<file path="src/r2y_pkg.sv">
// Shared types, constants and the sample arithmetic of the RGB to YUV 4:2:0 writer.
package r2y_pkg;

  localparam int unsigned ADDR_W     = 25;
  localparam int unsigned CFG_DIM_W  = 13;
  localparam int unsigned CFG_DATA_W = 13;
  localparam int unsigned CFG_IDX_W  = 2;
  localparam int unsigned SUM_W      = 27;

  localparam logic [CFG_DIM_W-1:0] WIDTH_RST  = 13'd1280;
  localparam logic [CFG_DIM_W-1:0] HEIGHT_RST = 13'd720;
  localparam logic                 LAYOUT_RST = 1'b0;

  // Layout codes.
  localparam logic LAYOUT_YV12 = 1'b0;
  localparam logic LAYOUT_NV12 = 1'b1;

  typedef enum logic [CFG_IDX_W-1:0] {
    REG_WIDTH  = 2'd0,
    REG_HEIGHT = 2'd1,
    REG_LAYOUT = 2'd2
  } cfg_reg_e;

  // Q16 coefficients, rounded to nearest, and the chroma offset.
  localparam logic signed [SUM_W-1:0] C_YR   = 27'sd19595;
  localparam logic signed [SUM_W-1:0] C_YG   = 27'sd38470;
  localparam logic signed [SUM_W-1:0] C_YB   = 27'sd7471;
  localparam logic signed [SUM_W-1:0] C_UR   = -27'sd11076;
  localparam logic signed [SUM_W-1:0] C_UG   = -27'sd21692;
  localparam logic signed [SUM_W-1:0] C_UB   = 27'sd32768;
  localparam logic signed [SUM_W-1:0] C_VR   = 27'sd32768;
  localparam logic signed [SUM_W-1:0] C_VG   = -27'sd27460;
  localparam logic signed [SUM_W-1:0] C_VB   = -27'sd5308;
  localparam logic signed [SUM_W-1:0] C_BIAS = 27'sd8388608;

  typedef struct packed {
    logic [7:0] red;
    logic [7:0] green;
    logic [7:0] blue;
  } pixel_t;

  typedef struct packed {
    logic [ADDR_W-1:0] byte_address;
    logic [7:0]        byte_value;
    logic              pixel_done;
    logic              frame_done;
  } write_t;

  // Frame geometry worked out once per configuration write.
  typedef struct packed {
    logic [ADDR_W-1:0] ystride;
    logic [ADDR_W-1:0] cstep;
    logic [ADDR_W-1:0] ysize;
    logic [ADDR_W-1:0] c_second;
  } geom_t;

  // The writes of one pixel: the luma write, then two chroma writes if triple is set.
  typedef struct packed {
    write_t [2:0] wr;
    logic         triple;
  } group_t;

  // Truncate a Q16 sum toward zero and saturate it to a byte.
  function automatic logic [7:0] q16_sat(input logic signed [SUM_W-1:0] s);
    logic [7:0] res;
    if (s <= 0) begin
      res = 8'd0;
    end else if (s[SUM_W-1:16] > 11'd255) begin
      res = 8'd255;
    end else begin
      res = s[23:16];
    end
    return res;
  endfunction

endpackage

</file>
<file path="src/r2y_stream_if.sv">
// Valid/ready channel that carries one payload per transaction.
interface r2y_stream_if #(
  parameter type payload_t = logic
);
  logic     valid;
  logic     ready;
  payload_t payload;

  modport source (output valid, output payload, input ready);
  modport sink (input valid, input payload, output ready);
endinterface

</file>
<file path="src/rgba_to_planar_yuv420_writer.sv">
// Top level of the streaming RGB to planar YUV 4:2:0 (YV12 or NV12) byte writer.
// Pixels arrive in raster order on pix_i and each one turns into byte writes on wr_o: a luma
// write, followed at even column and even row by two chroma writes (V then U for YV12, U then
// V for NV12). The first write of a pixel leaves from the result register, which takes it from the
// capture register. The single write port carries one byte per cycle while the sink is ready, so a
// chroma pixel holds the port for three writes where any other pixel makes one. A two-entry
// stage (capture register and result register) lets the next pixel be taken while writes wait.
// Row addresses are kept as running sums, so no multiplier sits in the pixel path; the plane
// sizes are worked out in the cycle of each configuration write, and any such write restarts
// the frame at column and row zero. Write configuration only while the block is idle.
module rgba_to_planar_yuv420_writer #(
  parameter int MAX_DIM = 4096
) (
  input  logic                             clk_i,
  input  logic                             rst_ni,
  input  logic                             cfg_we_i,
  input  logic [r2y_pkg::CFG_IDX_W-1:0]    cfg_idx_i,
  input  logic [r2y_pkg::CFG_DATA_W-1:0]   cfg_data_i,
  r2y_stream_if.sink                       pix_i,
  r2y_stream_if.source                     wr_o
);
  import r2y_pkg::*;

  localparam int unsigned DIM_W = $clog2(MAX_DIM + 1);
  localparam int unsigned CNT_W = $clog2(MAX_DIM);
  localparam int unsigned STR_W = DIM_W + 1;

  function automatic logic [DIM_W-1:0] eff_dim(input logic [CFG_DIM_W-1:0] v);
    logic [DIM_W-1:0] res;
    if (v == '0) begin
      res = DIM_W'(1);
    end else if (32'(v) > 32'(MAX_DIM)) begin
      res = DIM_W'(MAX_DIM);
    end else begin
      res = DIM_W'(v);
    end
    return res;
  endfunction

  function automatic geom_t derive(input logic [CFG_DIM_W-1:0] rw,
                                   input logic [CFG_DIM_W-1:0] rh,
                                   input logic mode);
    logic [DIM_W-1:0] w, h;
    logic [STR_W-1:0] ys, cs;
    logic [31:0]      ysz, cprod;
    geom_t            g;
    w     = eff_dim(rw);
    h     = eff_dim(rh);
    ys    = STR_W'(((32'(w) + 32'd15) >> 4) << 4);
    cs    = STR_W'((((32'(ys) >> 1) + 32'd15) >> 4) << 4);
    ysz   = 32'(ys) * 32'(h);
    cprod = 32'(cs) * 32'(h);
    g.ystride  = ADDR_W'(ys);
    g.cstep    = (mode == LAYOUT_NV12) ? ADDR_W'(ys) : ADDR_W'(cs);
    g.ysize    = ADDR_W'(ysz);
    g.c_second = (mode == LAYOUT_NV12) ? ADDR_W'(1) : ADDR_W'(cprod >> 1);
    return g;
  endfunction

  localparam geom_t GEOM_RST = derive(WIDTH_RST, HEIGHT_RST, LAYOUT_RST);

  // Configuration and derived geometry.
  logic [CFG_DIM_W-1:0] width_q, width_d, height_q, height_d;
  logic                 layout_q, layout_d;
  logic                 restart;
  geom_t                geom_q, geom_d;
  logic [DIM_W-1:0]     eff_w, eff_h;

  // Position in the frame and running row addresses.
  logic [CNT_W-1:0]  col_q, col_d, row_q, row_d;
  logic [ADDR_W-1:0] yrow_q, yrow_d, crow_q, crow_d;
  logic              col_end, row_end;

  // Capture stage.
  logic              a_valid_q, a_valid_d;
  pixel_t            a_pix_q;
  logic [ADDR_W-1:0] a_yaddr_q, a_caddr_q;
  logic              a_chroma_q, a_last_q;
  logic              accept, take;
  logic              r2y_emit_take;

  logic [7:0]        y_val, u_val, v_val;
  group_t            grp;
  logic [ADDR_W-1:0] c_col_off;

  always_comb begin
    width_d  = width_q;
    height_d = height_q;
    layout_d = layout_q;
    restart  = 1'b0;
    if (cfg_we_i) begin
      case (cfg_reg_e'(cfg_idx_i))
        REG_WIDTH: begin
          width_d = CFG_DIM_W'(cfg_data_i);
          restart = 1'b1;
        end
        REG_HEIGHT: begin
          height_d = CFG_DIM_W'(cfg_data_i);
          restart  = 1'b1;
        end
        REG_LAYOUT: begin
          layout_d = cfg_data_i[0];
          restart  = 1'b1;
        end
        default: begin
        end
      endcase
    end
    geom_d = derive(width_d, height_d, layout_d);
  end

  assign eff_w   = eff_dim(width_q);
  assign eff_h   = eff_dim(height_q);
  assign col_end = (col_q == CNT_W'(eff_w - DIM_W'(1)));
  assign row_end = (row_q == CNT_W'(eff_h - DIM_W'(1)));

  assign take         = r2y_emit_take;
  assign pix_i.ready  = !a_valid_q || take;
  assign accept       = pix_i.valid && pix_i.ready;

  always_comb begin
    col_d  = col_q;
    row_d  = row_q;
    yrow_d = yrow_q;
    crow_d = crow_q;
    if (restart) begin
      col_d  = '0;
      row_d  = '0;
      yrow_d = '0;
      crow_d = '0;
    end else if (accept) begin
      if (!col_end) begin
        col_d = col_q + CNT_W'(1);
      end else begin
        col_d = '0;
        if (row_end) begin
          row_d  = '0;
          yrow_d = '0;
          crow_d = '0;
        end else begin
          row_d  = row_q + CNT_W'(1);
          yrow_d = yrow_q + geom_q.ystride;
          // The chroma row moves on after each odd luma row.
          if (row_q[0]) begin
            crow_d = crow_q + geom_q.cstep;
          end
        end
      end
    end
  end

  assign a_valid_d = accept || (a_valid_q && !take);

  always_ff @(posedge clk_i or negedge rst_ni) begin
    if (!rst_ni) begin
      width_q   <= WIDTH_RST;
      height_q  <= HEIGHT_RST;
      layout_q  <= LAYOUT_RST;
      geom_q    <= GEOM_RST;
      col_q     <= '0;
      row_q     <= '0;
      yrow_q    <= '0;
      crow_q    <= '0;
      a_valid_q <= 1'b0;
    end else begin
      width_q   <= width_d;
      height_q  <= height_d;
      layout_q  <= layout_d;
      geom_q    <= geom_d;
      col_q     <= col_d;
      row_q     <= row_d;
      yrow_q    <= yrow_d;
      crow_q    <= crow_d;
      a_valid_q <= a_valid_d;
    end
  end

  // NV12 pairs sit at the even column itself; YV12 planes use half the column.
  assign c_col_off = (layout_q == LAYOUT_NV12) ? ADDR_W'(col_q) : ADDR_W'(col_q >> 1);

  always_ff @(posedge clk_i) begin
    if (accept) begin
      a_pix_q    <= pix_i.payload;
      a_yaddr_q  <= yrow_q + ADDR_W'(col_q);
      a_caddr_q  <= geom_q.ysize + crow_q + c_col_off;
      a_chroma_q <= !col_q[0] && !row_q[0];
      a_last_q   <= col_end && row_end;
    end
  end

  r2y_csc u_csc (
    .pix_i (a_pix_q),
    .y_o   (y_val),
    .u_o   (u_val),
    .v_o   (v_val)
  );

  always_comb begin
    grp.triple                = a_chroma_q;
    grp.wr[0].byte_address    = a_yaddr_q;
    grp.wr[0].byte_value      = y_val;
    grp.wr[0].pixel_done      = !a_chroma_q;
    grp.wr[0].frame_done      = !a_chroma_q && a_last_q;
    grp.wr[1].byte_address    = a_caddr_q;
    grp.wr[1].byte_value      = (layout_q == LAYOUT_NV12) ? u_val : v_val;
    grp.wr[1].pixel_done      = 1'b0;
    grp.wr[1].frame_done      = 1'b0;
    grp.wr[2].byte_address    = a_caddr_q + geom_q.c_second;
    grp.wr[2].byte_value      = (layout_q == LAYOUT_NV12) ? v_val : u_val;
    grp.wr[2].pixel_done      = 1'b1;
    grp.wr[2].frame_done      = a_last_q;
  end

  r2y_emit u_emit (
    .clk_i        (clk_i),
    .rst_ni       (rst_ni),
    .load_valid_i (a_valid_q),
    .group_i      (grp),
    .take_o       (r2y_emit_take),
    .wr_o         (wr_o)
  );

  a_col_in_row: assert property (@(posedge clk_i) disable iff (!rst_ni)
    32'(col_q) < 32'(eff_w))
    else $error("column counter ran past the frame width");

  a_row_in_frame: assert property (@(posedge clk_i) disable iff (!rst_ni)
    32'(row_q) < 32'(eff_h))
    else $error("row counter ran past the frame height");

  a_row_bases_zero: assert property (@(posedge clk_i) disable iff (!rst_ni)
    row_q == '0 |-> yrow_q == '0 && crow_q == '0)
    else $error("row address sums not cleared at the top of the frame");

endmodule

</file>
<file path="src/r2y_csc.sv">
// BT.601 colour conversion of one pixel into clamped Y, U and V bytes.
module r2y_csc (
  input  r2y_pkg::pixel_t pix_i,
  output logic [7:0]      y_o,
  output logic [7:0]      u_o,
  output logic [7:0]      v_o
);
  import r2y_pkg::*;

  logic signed [SUM_W-1:0] r_s, g_s, b_s;
  logic signed [SUM_W-1:0] y_sum, u_sum, v_sum;

  assign r_s = {19'd0, pix_i.red};
  assign g_s = {19'd0, pix_i.green};
  assign b_s = {19'd0, pix_i.blue};

  assign y_sum = C_YR * r_s + C_YG * g_s + C_YB * b_s;
  assign u_sum = C_UR * r_s + C_UG * g_s + C_UB * b_s + C_BIAS;
  assign v_sum = C_VR * r_s + C_VG * g_s + C_VB * b_s + C_BIAS;

  assign y_o = q16_sat(y_sum);
  assign u_o = q16_sat(u_sum);
  assign v_o = q16_sat(v_sum);

endmodule

</file>
<file path="src/r2y_emit.sv">
// Result register that holds the writes of one pixel and hands them out one per cycle while wr_o is ready.
module r2y_emit (
  input  logic              clk_i,
  input  logic              rst_ni,
  input  logic              load_valid_i,
  input  r2y_pkg::group_t   group_i,
  output logic              take_o,
  r2y_stream_if.source      wr_o
);
  import r2y_pkg::*;

  logic         busy_q, busy_d;
  logic [1:0]   idx_q, idx_d;
  logic         triple_q;
  write_t [2:0] ent_q;
  logic         fire, last;

  assign last   = !triple_q || (idx_q == 2'd2);
  assign fire   = busy_q && wr_o.ready;
  assign take_o = !busy_q || (fire && last);

  assign wr_o.valid   = busy_q;
  assign wr_o.payload = ent_q[idx_q];

  always_comb begin
    busy_d = busy_q;
    idx_d  = idx_q;
    if (take_o && load_valid_i) begin
      busy_d = 1'b1;
      idx_d  = 2'd0;
    end else if (fire && last) begin
      busy_d = 1'b0;
      idx_d  = 2'd0;
    end else if (fire) begin
      idx_d = idx_q + 2'd1;
    end
  end

  always_ff @(posedge clk_i or negedge rst_ni) begin
    if (!rst_ni) begin
      busy_q <= 1'b0;
      idx_q  <= 2'd0;
    end else begin
      busy_q <= busy_d;
      idx_q  <= idx_d;
    end
  end

  always_ff @(posedge clk_i) begin
    if (take_o && load_valid_i) begin
      ent_q    <= group_i.wr;
      triple_q <= group_i.triple;
    end
  end

  a_idx_in_triple: assert property (@(posedge clk_i) disable iff (!rst_ni)
    idx_q != 2'd0 |-> busy_q && triple_q)
    else $error("write index advanced outside a three-write group");

  a_load_starts: assert property (@(posedge clk_i) disable iff (!rst_ni)
    take_o && load_valid_i |=> busy_q && idx_q == 2'd0)
    else $error("loaded group does not start at its first write");

endmodule
</file>
<file path="src/flat_wrapper.sv">
// flat-port wrapper written by rule: the top's interface ports become plain ports
module rgba_to_planar_yuv420_writer_flat import r2y_pkg::*;
#(
  parameter int MAX_DIM = 4096
)
  (clk_i, rst_ni, cfg_we_i, cfg_idx_i, cfg_data_i, pix_i_valid, pix_i_payload, pix_i_ready, wr_o_valid, wr_o_payload, wr_o_ready);
  r2y_stream_if pix_i_i ();
  r2y_stream_if wr_o_i ();
  input  logic clk_i;
  input  logic rst_ni;
  input  logic cfg_we_i;
  input  logic [r2y_pkg::CFG_IDX_W-1:0] cfg_idx_i;
  input  logic [r2y_pkg::CFG_DATA_W-1:0] cfg_data_i;
  input wire logic [$bits(pix_i_i.valid)-1:0] pix_i_valid;
  input wire logic [$bits(pix_i_i.payload)-1:0] pix_i_payload;
  output wire logic [$bits(pix_i_i.ready)-1:0] pix_i_ready;
  output wire logic [$bits(wr_o_i.valid)-1:0] wr_o_valid;
  output wire logic [$bits(wr_o_i.payload)-1:0] wr_o_payload;
  input wire logic [$bits(wr_o_i.ready)-1:0] wr_o_ready;
  assign pix_i_i.valid = pix_i_valid;
  assign pix_i_i.payload = pix_i_payload;
  assign pix_i_ready = pix_i_i.ready;
  assign wr_o_valid = wr_o_i.valid;
  assign wr_o_payload = wr_o_i.payload;
  assign wr_o_i.ready = wr_o_ready;
  rgba_to_planar_yuv420_writer #(.MAX_DIM(MAX_DIM)) u_core (.clk_i(clk_i), .rst_ni(rst_ni), .cfg_we_i(cfg_we_i), .cfg_idx_i(cfg_idx_i), .cfg_data_i(cfg_data_i), .pix_i(pix_i_i), .wr_o(wr_o_i));
endmodule
</file>
<file path="config.mk">
export PLATFORM = sky130hd
export DESIGN_NAME = rgba_to_planar_yuv420_writer_flat
export DESIGN_NICKNAME = d
export VERILOG_FILES = /design/src/r2y_pkg.sv /design/src/r2y_stream_if.sv /design/src/rgba_to_planar_yuv420_writer.sv /design/src/r2y_csc.sv /design/src/r2y_emit.sv /design/src/flat_wrapper.sv
export SDC_FILE = /design/constraint.sdc
export NUM_CORES = 1
export LEC_CHECK = 0
export BUFFER_PORTS_ARGS = -buffer_cell sky130_fd_sc_hd__buf_2
export CAP_MARGIN = 20
export CORE_AREA = 3 3 132 134
export CTS_CLUSTER_SIZE = 10
export DETAILED_ROUTE_END_ITERATION = 12
export DIE_AREA = 0 0 135 137
export GPL_TIMING_DRIVEN = 1
export PLACE_DENSITY = 0.46
export SETUP_SLACK_MARGIN = 0.1
export SLEW_MARGIN = 20
export SYNTH_ARGS = -nofsm -noshare
export SYNTH_HDL_FRONTEND = slang
export SYNTH_SLANG_ARGS = --single-unit
</file>
<file path="constraint.sdc">
create_clock -name clk_i -period 3.65 [get_ports clk_i]
set_input_delay 0.365 -clock clk_i [delete_from_list [all_inputs] [get_ports clk_i]]
set_output_delay 0.365 -clock clk_i [all_outputs]
set_load 0.1 [all_outputs]
</file>
==> summary.md <==
| Metric | Value |
|---|---|
| Largest area contributor in the netlist | `dfrtp_1` |
| Sink Count | `a little under 60` |
| CP endpoint kind | `flip-flop` |
| Worst path arrival time | `between 3 and 4 ns` |
| Initial Utilization | `24.7%` |
| Minimum clock period | `between 3 and 4 ns` |
| Status | `complete, no violations` |
| # fillers | `1,716` |
| Row cnt | `47` |
| Power per Cell Area | `512 nW/um^2` |
| Post-Layout Inst Area | `between 4000 and 5000 um^2` |
| Worst rel slew slack | `roughly half` |
| Area growth syn-to-layout | `21.0%` |
| Clock Skews | `about 0.0052 ns` |
| Fmax | `297 MHz` |
| Number of port buffers | `22` |
| Syn Inst Count | `451` |
| MaxCap Viol Count | `0` |
| Die height | `between 100 and 150 um` |
| Endpoints failing hold | `0` |
| Main combinational cell family by area after synthesis | `simple AND/OR/NAND/NOR gates` |
| Hold_ws | `~0.024 ns` |
| Slew @ Worst Pin | `roughly 0.74 ns` |
| Register bit count reported by yosys | `about 60` |
| I/O Pins | `24` |
| Die ar. | `about 18,000 um^2` |
| Peak VDD IR | `0.000319 V` |
| CTS Buffer Depth | `2` |
| Root Buffer | `clkbuf_16` |
| Clk_lat worst skew | `approximately 0.33 ns` |
| Startpoint types | `flip-flop` |
| Detailed Route Iter0 Violations | `248` |
| Post-synthesis simple-gate area fraction | `27.1%` |
| First-pass GRT wire length | `between 15,000 and 20,000 um` |
| Synth unique cells | `70` |
| Register Area | `about 1500 um^2` |
| HPWL after DPL | `just under 8000 um` |
| Pre-Repair DR Iteration Count | `4` |
| # nets final | `roughly 500` |
| Final setup vio count | `0` |
| EDFF count, synth | `5` |
| Tcrit/Tclk final | `roughly 92%` |
| Syn_nets | `~480` |
| Mean area per synthesized cell | `between 8 and 9 um^2` |
| DRC violations left | `0` |
| Die Wd | `between 100 and 150 um` |
| Complex-gate fraction of the synthesized area | `~16%` |
| Share of layout cells above drive strength 1 | `approximately 24%` |
| Sequential-to-total area share from yosys stat | `a little under two fifths` |
| Primary FF master, synth | `dfrtp_1` |
| Hold bufs inserted after CTS | `0` |
| GRT Overall Usage | `12.2%` |
| Multiplexer area fraction after synthesis | `approximately 7.4%` |
| Synth top area share | `just under 30%` |
| Largest net degree at the start of global routing | `~40` |
| Top post-synthesis cells by area | `dfrtp_1 (30%), mux2_2 (7.0%), dfstp_2 (3.9%)` |
| Pins Over Slew Limit | `0` |
| TritonCTS buffer count | `9` |
| Global route overflow | `0` |
| Tightest Hold Check Type | `in -> async` |
| Initial antenna violation count | `0` |
| Layout Utilization | `29.9%` |
| DRT antenna net count | `0` |
| Post-Place Cell Area | `about 4500 um^2` |
| Final WL | `10,600 um` |
| Vias per cell | `slightly below 5` |
| Netlist Area Pre-Place | `around 4000 um^2` |
| Core box area | `about 16,000 um^2` |
| Adder-Cell Fraction of Synth Area | `1.55%` |
| Top-count cell post-synth | `dfrtp_1` |
| RSZ-0062 raised after global routing | `no` |
| Area occupied by multi-input gates | `~2400 um^2` |
| Detailed-route via count | `3,537` |
| Most instantiated cells after synthesis | `dfrtp_1 (48), nor2_1 (40), nand2_1 (33)` |
| Inserted Diodes | `0` |
| Async set-reset flop share out of synthesis | `roughly nine tenths` |
| Pleak | `between 1.5 and 2 nW` |
| Vias in the first global route | `3,544` |
| DR WL/cell | `14.9 um` |
| Placer Congestion | `~0.8` |
| CTS H-Tree Depth | `3` |
| Kind of critical path | `reg -> reg` |
| Tot Pwr | `2.51 mW` |
| XOR/XNOR share of the synthesized area | `5.62%` |
| CP Data Required Time | `roughly 3.9 ns` |
| CP Max Fanout | `23` |
| Clock Pin Slew Worst Setup and Hold Paths | `~0.060 ns` |
| YS warnings | `0` |
| CTS tree | `built` |
| Setup TNS | `0 ns` |
[layout by cell type, fill, tap and decap left out, types with 8 or more instances in the layout]
master     count
a21oi_1       20
a31oi_1       10
and3_1        13
buf_2         22
buf_4         34
clkbuf_16      9
dfrtp_1       48
inv_1          8
mux2_2        25
nand2_1       33
nand2b_1      14
nand3_1       24
nand4_1       11
nor2_1        40
nor2b_1       10
nor3_1        11
o21ai_0       13
xnor2_1       12
xor2_1        14
[metal layers]
metal / global-route usage [%] / up-vias / routed length, um
met5: 0 / - / 0
li1: - / 1735 / -
met3: 2.76 / 10 / 238
met2: 20.2 / 52 / 5180
met4: 4.42 / 0 / 128
met1: 15.8 / 1740 / 5020
[layout make-up]
type	count	share of cell area [%]
multi-input cells	347	48.7
flip-flops and latches	59	30.8
repair buffers	58	8.17
well taps	220	5.62
clock buffers	11	4.75
clock inverters	5	1.10
inverters	11	0.842
[final timing paths]
path	startpoint	to	slack [ns]	depth (start not counted)
setup / recovery	flip-flop	u_core.row_q[2]$_DFFE_PN0P_	0.28	14
hold / removal	rst_ni	u_core.u_emit.idx_q[1]$_DFFE_PN0P_	0.02	1
setup reg to reg	flip-flop	u_core.row_q[2]$_DFFE_PN0P_	0.28	14
hold reg to reg	u_core.a_last_q$_DFFE_PP_	u_core.u_emit.ent_q[70]$_DFFE_PP_	0.45	0
max in group asynchronous	rst_ni	async pin	2.92	2
min in group clk_i	pix_i_valid	u_core.a_valid_q$_DFF_PN0_	0.24	2
[worst max-delay path, cell delays in order (launching register included)]
cell and delay (ns):
dfrtp_1 0.41, nor4_4 0.34, and3_4 0.24, o21ai_0 0.08, ha_2 0.19, buf_4 0.15, buf_4 0.13, and3_1 0.16
xnor2_1 0.12, a311oi_1 0.30, nand4_1 0.14, or4b_4 0.56, buf_8 0.18, a22oi_1 0.17, a21oi_1 0.08
[metrics by stage]
| stage | std cells | worst slack (ns) |
|---|---|---|
| final | 711 | 0.284 |
| after global placement | 691 | 0.181 |
| after floorplan | 451 | 0.113 |
| after detailed placement | 691 | 0.103 |
| after global routing | 711 | 0.0909 |
| after CTS | 707 | 0.197 |
[power breakdown]
part	internal (mW)	switching, mW
combinational	0.346	0.480
clock	0.524	0.297
sequential	0.765	0.0993
total	1.64	0.876
[logic make-up after synthesis]
| family | Yosys count |
|---|---|
| muxes | 27 |
| AOI/OAI and AO/OA | 91 |
| xor gates and xnor gates | 26 |
| DFF | 59 |
| buffers and inverters | 45 |
| adders and majority gates | 5 |
| and+or+nand+nor | 198 |
[repair_timing]
action / in CTS / in global routing
gates resized for setup: 1 / 9
pin swaps: 0 / 3
setup buffers: 0 / 4
endpoints found under the setup margin: 2 / 13
No activity file was read; power rests on OpenSTA's default activity.
